## config.mk

```make
export PLATFORM = sky130hd
export DESIGN_NAME = rotated_sorted_array_search_core
export DESIGN_NICKNAME = d
export VERILOG_FILES = /design/src/rtl/rsas_pkg.sv /design/src/rtl/rsas_ram.sv /design/src/rtl/rotated_sorted_array_search_core.sv
export VERILOG_INCLUDE_DIRS = /design/src /design/src/rtl
export SDC_FILE = /design/constraint.sdc
export NUM_CORES = 2
export LEC_CHECK = 0
export BUFFER_PORTS_ARGS = -buffer_cell sky130_fd_sc_hd__buf_2
export CELL_PAD_IN_SITES_DETAIL_PLACEMENT = 1
export CELL_PAD_IN_SITES_GLOBAL_PLACEMENT = 2
export CORE_UTILIZATION = 30
export CTS_CLUSTER_DIAMETER = 100
export DETAILED_ROUTE_END_ITERATION = 10
export GPL_ROUTABILITY_DRIVEN = 0
export PLACE_DENSITY_LB_ADDON = 0.1
export SLEW_MARGIN = 15
export SYNTH_ARGS = -nofsm -noshare
export SYNTH_HDL_FRONTEND = slang
export SYNTH_SLANG_ARGS = --single-unit
```

## constraint.sdc

```tcl
create_clock -name clk -period 4.1 [get_ports clk]
set_input_delay 0.615 -clock clk [delete_from_list [all_inputs] [get_ports clk]]
set_output_delay 0.615 -clock clk [all_outputs]
set_load 0.05 [all_outputs]
```

## src/rtl/rotated_sorted_array_search_core_assert.svh

```systemverilog
// ----------------------------------------------------------------------------
// Assertion macros for the rotated sorted array search core
// Implication checks that compile away when ASSERT_OFF is defined.
// ----------------------------------------------------------------------------
`ifndef ROTATED_SORTED_ARRAY_SEARCH_CORE_ASSERT_SVH
`define ROTATED_SORTED_ARRAY_SEARCH_CORE_ASSERT_SVH
`ifndef ASSERT_OFF
`define RSAS_ASSERT_IMP(lbl, clk, rst_n, pre, post) \
	lbl: assert property (@(posedge clk) disable iff (!rst_n) (pre) |-> (post)) \
		else $error("rsas: same-cycle check failed");
`define RSAS_ASSERT_NXT(lbl, clk, rst_n, pre, post) \
	lbl: assert property (@(posedge clk) disable iff (!rst_n) (pre) |=> (post)) \
		else $error("rsas: next-cycle check failed");
`else
`define RSAS_ASSERT_IMP(lbl, clk, rst_n, pre, post)
`define RSAS_ASSERT_NXT(lbl, clk, rst_n, pre, post)
`endif
`endif

```

## src/rtl/rsas_pkg.sv

```systemverilog
// ----------------------------------------------------------------------------
// rsas_pkg
// Item types, opcodes and default sizes of the rotated sorted array search.
// ----------------------------------------------------------------------------
package rsas_pkg;

	localparam int TABLE_DEPTH_DEF = 64;
	localparam int VALUE_WIDTH_DEF = 32;

	// Opcodes of an input item.
	localparam logic OP_WRITE  = 1'b0;
	localparam logic OP_SEARCH = 1'b1;

	typedef struct packed {
		logic               opcode;
		logic [5:0]         entry_index;
		logic signed [31:0] entry_value;
		logic signed [31:0] search_key;
		logic [6:0]         entry_count;
	} rsas_in_t;

	typedef struct packed {
		logic       found;
		logic [5:0] found_index;
	} rsas_out_t;

endpackage

```

## src/rtl/rsas_ram.sv

```systemverilog
// ----------------------------------------------------------------------------
// rsas_ram
// Generic single-write, single-read RAM with a registered read port.
// ----------------------------------------------------------------------------
module rsas_ram #(
	parameter int WIDTH = 32,
	parameter int DEPTH = 64
) (
	input  logic                     clk,
	input  logic                     we,
	input  logic [$clog2(DEPTH)-1:0] waddr,
	input  logic [WIDTH-1:0]         wdata,
	input  logic                     re,
	input  logic [$clog2(DEPTH)-1:0] raddr,
	output logic [WIDTH-1:0]         rdata
);

	logic [WIDTH-1:0] mem_q [DEPTH];
	logic [WIDTH-1:0] rdata_q;

	always_ff @(posedge clk) begin
		if (we) begin
			mem_q[waddr] <= wdata;
		end
		if (re) begin
			rdata_q <= mem_q[raddr];
		end
	end

	assign rdata = rdata_q;

endmodule

```

## src/rtl/rotated_sorted_array_search_core.sv

```systemverilog
// ----------------------------------------------------------------------------
// rotated_sorted_array_search_core
// Table of signed words with a pivot search and a binary search on request.
// ----------------------------------------------------------------------------
//
//   channel   direction  handshake              payload
//   --------  ---------  ---------------------  -----------------------------
//   in_item   input      in_valid / in_stall    opcode, index, value, key, count
//   out_item  output     out_valid / out_stall  found, found_index
//
// A write item gives no result; writes can follow each other back to back.
// A search item runs the pivot search, tests the pivot and, unless it holds
// the key, entry zero, takes its binary steps and then posts the result. The
// single read port of the table RAM, with its registered read, sets the pace:
// every entry compared costs one read.
// Reset clears the sequencer, the output register and the search registers;
// the table holds no value until it is written, so there is no clearing pass.
// A result waits in the output register while out_stall is high; a finished
// search holds in its last state until that register is free.
//
module rotated_sorted_array_search_core
	import rsas_pkg::*;
#(
	parameter int TABLE_DEPTH = TABLE_DEPTH_DEF,
	parameter int VALUE_WIDTH = VALUE_WIDTH_DEF
) (
	input  logic      clk,
	input  logic      arst_n,
	input  logic      in_valid,
	output logic      in_stall,
	input  rsas_in_t  in_item,
	output logic      out_valid,
	input  logic      out_stall,
	output rsas_out_t out_item
);

	`include "rotated_sorted_array_search_core_assert.svh"

	// Address width of the table, and a signed index width that holds -1 and
	// also the sum of two indices without overflow.
	localparam int IW = $clog2(TABLE_DEPTH);
	localparam int SW = IW + 2;

	localparam logic signed [SW-1:0] IDX_ONE  = SW'(1);
	localparam logic signed [SW-1:0] IDX_ZERO = '0;
	localparam logic [VALUE_WIDTH-1:0] SIGN_FLIP = {1'b1, {(VALUE_WIDTH-1){1'b0}}};

	typedef enum logic [3:0] {
		ST_IDLE,
		ST_P_CHK,
		ST_P_RA,
		ST_P_RB,
		ST_P_RC,
		ST_P_RD,
		ST_PV_R,
		ST_PV_D,
		ST_Z_D,
		ST_B_CHK,
		ST_B_D,
		ST_FIN
	} state_t;

	// Reduce a six-bit write index modulo the table depth by restoring
	// subtraction of shifted copies of the depth.
	function automatic logic [IW-1:0] wrap_index(input logic [5:0] idx);
		int t;
		int k;
		t = int'(idx);
		for (k = 5; k >= 0; k--) begin
			if (t >= (TABLE_DEPTH << k)) begin
				t = t - (TABLE_DEPTH << k);
			end
		end
		return IW'(t);
	endfunction

	state_t                  state_q;
	logic                    out_valid_q;
	rsas_out_t               out_q;
	logic signed [SW-1:0]    lo_q;
	logic signed [SW-1:0]    hi_q;
	logic signed [SW-1:0]    mid_q;
	logic signed [SW-1:0]    pv_q;
	logic signed [SW-1:0]    n_q;
	logic [VALUE_WIDTH-1:0]  key_q;
	logic [VALUE_WIDTH-1:0]  vm_q;
	logic                    found_q;
	logic [IW-1:0]           res_q;

	logic                    in_acc;
	logic                    ram_we;
	logic [IW-1:0]           ram_waddr;
	logic [VALUE_WIDTH-1:0]  ram_wdata;
	logic                    ram_re;
	logic signed [SW-1:0]    rd_idx;
	logic [VALUE_WIDTH-1:0]  ram_rdata;
	logic signed [SW-1:0]    sum_c;
	logic signed [SW-1:0]    mid_c;
	logic signed [SW-1:0]    cnt_c;
	logic [VALUE_WIDTH-1:0]  key_c;
	logic                    out_free;

	// Shared compare unit: the held key or the held middle entry against the
	// word that the RAM returns this cycle. Values are kept in order-key form
	// (sign bit flipped) so an unsigned compare gives the signed order.
	logic [VALUE_WIDTH-1:0]  cmp_a;
	logic                    cmp_eq;
	logic                    cmp_gt;
	logic                    cmp_lt;

	assign in_stall  = (state_q != ST_IDLE);
	assign in_acc    = in_valid && !in_stall;
	assign out_valid = out_valid_q;
	assign out_item  = out_q;
	assign out_free  = !out_valid_q || !out_stall;

	// Write port: taken straight from an accepted write item.
	assign ram_we    = in_acc && (in_item.opcode == OP_WRITE);
	assign ram_waddr = wrap_index(in_item.entry_index);
	assign ram_wdata = VALUE_WIDTH'(in_item.entry_value) ^ SIGN_FLIP;
	assign key_c     = VALUE_WIDTH'(in_item.search_key) ^ SIGN_FLIP;

	// The count saturates at the table depth.
	assign cnt_c = (int'(in_item.entry_count) > TABLE_DEPTH) ? SW'(TABLE_DEPTH)
		: SW'(in_item.entry_count);

	// Both bounds are never negative when a middle is taken.
	assign sum_c = lo_q + hi_q;
	assign mid_c = sum_c >>> 1;

	assign cmp_a  = ((state_q == ST_PV_D) || (state_q == ST_Z_D) || (state_q == ST_B_D))
		? key_q : vm_q;
	assign cmp_eq = (cmp_a == ram_rdata);
	assign cmp_gt = (cmp_a > ram_rdata);
	assign cmp_lt = !cmp_eq && !cmp_gt;

	// Read address of each state; the registered word comes back in the next cycle.
	always_comb begin
		ram_re = 1'b1;
		case (state_q)
			ST_P_CHK: rd_idx = mid_c;
			ST_P_RA:  rd_idx = mid_q + IDX_ONE;
			ST_P_RB:  rd_idx = mid_q - IDX_ONE;
			ST_P_RC:  rd_idx = lo_q;
			ST_PV_R:  rd_idx = pv_q;
			ST_PV_D:  rd_idx = IDX_ZERO;
			ST_B_CHK: rd_idx = mid_c;
			default: begin
				rd_idx = IDX_ZERO;
				ram_re = 1'b0;
			end
		endcase
	end

	rsas_ram #(
		.WIDTH(VALUE_WIDTH),
		.DEPTH(TABLE_DEPTH)
	) u_table (
		.clk  (clk),
		.we   (ram_we),
		.waddr(ram_waddr),
		.wdata(ram_wdata),
		.re   (ram_re),
		.raddr(rd_idx[IW-1:0]),
		.rdata(ram_rdata)
	);

	always_ff @(posedge clk or negedge arst_n) begin
		if (!arst_n) begin
			state_q     <= ST_IDLE;
			out_valid_q <= 1'b0;
			out_q       <= '0;
			lo_q        <= '0;
			hi_q        <= '0;
			mid_q       <= '0;
			pv_q        <= '0;
			n_q         <= '0;
			key_q       <= '0;
			vm_q        <= '0;
			found_q     <= 1'b0;
			res_q       <= '0;
		end else begin
			// A taken result leaves the register unless a new one is posted
			// in the same cycle.
			if (out_valid_q && !out_stall && (state_q != ST_FIN)) begin
				out_valid_q <= 1'b0;
			end
			case (state_q)
				ST_IDLE: begin
					if (in_acc && (in_item.opcode == OP_SEARCH)) begin
						key_q   <= key_c;
						n_q     <= cnt_c;
						lo_q    <= IDX_ZERO;
						hi_q    <= cnt_c - IDX_ONE;
						state_q <= ST_P_CHK;
					end
				end
				// Pivot search: test the range, then fetch middle, middle+1,
				// middle-1 and the low end, one word per cycle.
				ST_P_CHK: begin
					if (hi_q < lo_q) begin
						// No pivot: search the whole used range.
						lo_q    <= IDX_ZERO;
						hi_q    <= n_q - IDX_ONE;
						state_q <= ST_B_CHK;
					end else if (hi_q == lo_q) begin
						pv_q    <= lo_q;
						state_q <= ST_PV_R;
					end else begin
						mid_q   <= mid_c;
						state_q <= ST_P_RA;
					end
				end
				ST_P_RA: begin
					vm_q    <= ram_rdata;
					state_q <= ST_P_RB;
				end
				ST_P_RB: begin
					if ((mid_q < hi_q) && cmp_gt) begin
						pv_q    <= mid_q;
						state_q <= ST_PV_R;
					end else begin
						state_q <= ST_P_RC;
					end
				end
				ST_P_RC: begin
					if ((mid_q > lo_q) && cmp_lt) begin
						pv_q    <= mid_q - IDX_ONE;
						state_q <= ST_PV_R;
					end else begin
						state_q <= ST_P_RD;
					end
				end
				ST_P_RD: begin
					if (!cmp_gt) begin
						hi_q <= mid_q - IDX_ONE;
					end else begin
						lo_q <= mid_q + IDX_ONE;
					end
					state_q <= ST_P_CHK;
				end
				ST_PV_R: begin
					state_q <= ST_PV_D;
				end
				// The pivot entry itself may be the key; otherwise entry zero
				// picks the half for the binary search.
				ST_PV_D: begin
					if (cmp_eq) begin
						found_q <= 1'b1;
						res_q   <= pv_q[IW-1:0];
						state_q <= ST_FIN;
					end else begin
						state_q <= ST_Z_D;
					end
				end
				ST_Z_D: begin
					if (!cmp_lt) begin
						lo_q <= IDX_ZERO;
						hi_q <= pv_q - IDX_ONE;
					end else begin
						lo_q <= pv_q + IDX_ONE;
						hi_q <= n_q - IDX_ONE;
					end
					state_q <= ST_B_CHK;
				end
				ST_B_CHK: begin
					if (lo_q > hi_q) begin
						found_q <= 1'b0;
						res_q   <= '0;
						state_q <= ST_FIN;
					end else begin
						mid_q   <= mid_c;
						state_q <= ST_B_D;
					end
				end
				ST_B_D: begin
					if (cmp_eq) begin
						found_q <= 1'b1;
						res_q   <= mid_q[IW-1:0];
						state_q <= ST_FIN;
					end else begin
						if (cmp_gt) begin
							lo_q <= mid_q + IDX_ONE;
						end else begin
							hi_q <= mid_q - IDX_ONE;
						end
						state_q <= ST_B_CHK;
					end
				end
				ST_FIN: begin
					if (out_free) begin
						out_valid_q       <= 1'b1;
						out_q.found       <= found_q;
						out_q.found_index <= 6'(res_q);
						state_q           <= ST_IDLE;
					end
				end
				default: begin
					state_q <= ST_IDLE;
				end
			endcase
		end
	end

	// A search item always makes the block busy in the next cycle.
	`RSAS_ASSERT_NXT(a_search_busy, clk, arst_n, in_acc && (in_item.opcode == OP_SEARCH), in_stall)
	// A write item never leaves the block busy.
	`RSAS_ASSERT_NXT(a_write_idle, clk, arst_n, in_acc && (in_item.opcode == OP_WRITE), !in_stall)
	// A taken result is gone in the next cycle unless a new one is posted.
	`RSAS_ASSERT_NXT(a_no_extra, clk, arst_n, out_valid && !out_stall && (state_q != ST_FIN), !out_valid)
	// Binary search bounds are never negative while an entry is compared.
	`RSAS_ASSERT_IMP(a_bounds, clk, arst_n, state_q == ST_B_D, !lo_q[SW-1] && !hi_q[SW-1])

endmodule

```

==> flow_summary.toml <==
[final_layout]
syn2layout_area_growth_pct = 22.0
instances_no_fill = 10500
final_nets = 6578
drive_above_1_share = 0.200

[synth]
yosys.area.top_type_share = 0.708
synth.distinct_cells = 71
yosysWarnings = 0
synth-seq-cells = 2201
yosysSeqAreaShare = 0.743
yosys.area.top_type = "edfxtp_1"
synthMostInstantiatedCell = "edfxtp_1"
syn_avg_cell_area_sq_um = 15.0
ys.flop_type = "edfxtp_1"
synth_nets = 6033
synthTopCellsByArea = "edfxtp_1 (71%), a21oi_1 (5.3%), nand2_1 (3.7%)"
synth_commonest_cells = "edfxtp_1 (2080), a21oi_1 (931), nand2_1 (864), a22oi_1 (392), clkbuf_1 (248)"
synth-edff-count = 2080
async_reset_ff_frac = 0.0550
synth_area_sq_um = 88200
synthCells = 5882

[critical_path]
reg2reg_depth = 12
arrival_ps = 4630
required_ps = 4720
worstPathCellList = "ha_1, fa_1, xnor2_1, a32oi_1, buf_4, nand2_4, buf_12, buf_12, mux4_2, a22oi_1, and3_1, nor4_2"
r2r-start = "lo_q[0]"
cpMaxStageDelayCell = "a22oi_1"
rr_endpoint = "u_table.rdata[29]"
worstSetupEndpointType = "flip-flop"
cp-start-kind = "flip-flop"
regToRegSetupSlack_ps = 90
cpPeakStageDelay_ps = 610
critPathKind = "flip-flop to flip-flop"
crit_fanout = 29
crit_top_cell = "buf_12"

[sta]
period_minus_slack_ps = 4010
max_freq_mhz = 249
finalMaxSlewViolations = 0
tightest_slew_ps = 1190
finClkSkew_ps = 48.0
setup_tns_ps = 0
setup_ws_ps = 86.8
slew_headroom = 0.204
fin_crit_sh = 0.979
finalSetupViolCount = 0
hold_viol = 0
rsz0062_at_grt = "no"

[floorplan]
io_pins = 91
initial_core_util = 0.302
die_w_um = 544
die_area_sq_um = 296000
num_rows = 198
die_height_um = 544
core_area_sq_um = 292000

[hold_path]
hp-start = "in_item[1]"
holdPathStages = 3
whs_endpoint = "n_q[1]"
hold_class = "input port to flip-flop"

[clocking]
clkLatencyLatePin_ps = 890
clk_pin_slew_ps = 60
cts_tree = "done"
numClockSinks = 2201
cts_buffers = 265
cts_buffer_depth = 4
htreeDepth = 5
cts-root-buf = "clkbuf_16"

[place]
port_buffers = 90
dp.final_hpwl_mm = 206
dpl.cell_count = 10000
post-place-ws_ps = -144

[global_route]
antenna_found_initial = 30
grt_pass1_wl_mm = 456
grt-ovfl-total = 0
grt_pass1_vias = 56900
grt_max_degree = 92
grt_usage = 0.219

[routing]
wl_per_cell_um = 31.1
viasPerCell = 5.24
dr.pass1.iters = 5
met3_length_mm = 13.2
drc_errors = 0
wl_met1_mm = 153
maxUsedRoutingLayer = "met5"
met2_wirelength_mm = 155
num_vias = 55300
drtIter0Drc = 4369
antenna_left = 0
drt-total-wl_mm = 328

[pwr]
leakagePower_nw = 35.6
max-vdd-ir-drop_mv = 0.483
powerDensity_nw_per_um2 = 909

[flow_run]
drv_cap = 0

[run_status]
status = "finished, final reports clean"
## flip-flops by register name (all words and copies together) (netlist names), 8 cells and up
name           cells
hi_q               8
pv_q               8
u_table.mem_q   2048
u_table.rdata     32
key_q             32
vm_q              32
lo_q               8
## critical path, delay by kind of cell, from the launching register on
family	cells	cell delay (ps)
AOI/OAI and AO/OA	2	730
xor gates and xnor gates	1	240
adders and majority gates	2	670
buffers and inverters	3	660
DFF	1	380
muxes	1	340
and+or+nand+nor	3	630
## layout make-up
cell class | count | area, sq um
repair buffers | 688 | 7190
clock inverters | 118 | 1120
clock buffers | 350 | 7170
fillers | 29600 | 184000
flip-flops and latches | 2201 | 65500
diodes | 15 | 37.5
inverters | 68 | 255
multi-input cells | 3203 | 21400
well taps | 3900 | 4880
## report_power, final
part / internal, mW / switching, mW / leakage, nW
clock network: 13.2 / 9.67 / 4.01
registers: 25.7 / 1.03 / 20.2
logic: 18.1 / 30.1 / 11.3
## per-stage QoR
stage                      util  total power [mW]  hold slack, ps  area [sq um]
final                     0.369              97.8            96.3        108000
after global routing      0.369               103            63.8        107000
after CTS                 0.368              98.9            21.5        107000
after detailed placement  0.338              75.6             464         98600
after global placement    0.338              75.6             461         98600
after floorplan               -              50.9             319         88200
## layer usage
| layer | up-vias | track usage |
|---|---|---|
| met5 | - | 0 |
| met3 | 370 | 0.0256 |
| met1 | 29700 | 0.310 |
| met2 | 1122 | 0.358 |
| met4 | 2 | 0.0477 |
| li1 | 24000 | - |
## worst max-delay path by stage
stage	endpoint	cells after the start	from
detailed placement	pv_q[7]	14	state_q[3]
CTS	pv_q[6]	14	state_q[2]
global route	pv_q[1]	17	state_q[2]
finish	u_table.rdata[29]	12	lo_q[0]
floorplan	pv_q[2]	16	state_q[2]
global placement	hi_q[2]	16	state_q[2]
## cell families after synthesis
kind of cell	synth area share
xor+xnor	0.00377
compound gates	0.118
buf+inv	0.0227
flops	0.743
fa+ha+maj	0.00988
mux	0.0456
simple gates	0.0573
## cell usage in the layout, fill, tap and decap left out, types with 60 or more instances in the layout
| cell type | n |
|---|---|
| a21oi_1 | 931 |
| a221oi_1 | 132 |
| a22o_1 | 60 |
| a22oi_1 | 392 |
| and3_1 | 66 |
| buf_12 | 169 |
| buf_2 | 88 |
| buf_4 | 389 |
| clkbuf_1 | 73 |
| clkbuf_16 | 275 |
| clkinv_1 | 61 |
| dfrtp_1 | 119 |
| edfxtp_1 | 2080 |
| ha_1 | 68 |
| inv_1 | 67 |
| mux2_2 | 88 |
| mux4_2 | 128 |
| nand2_1 | 861 |
| nor2_4 | 66 |
| o21ai_0 | 75 |
## repair_timing
| action | in CTS | in global routing |
|---|---|---|
| gates resized for setup | 6 | 29 |
| endpoints found under the hold margin | 124 | 0 |
| cloned | 0 | 1 |
| endpoints found under the setup margin | 20 | 31 |
| buffers inserted | 0 | 10 |
| hold buffers | 36 | 0 |
| pin swaps | 2 | 11 |
No activity file was read; power rests on OpenSTA's default activity.
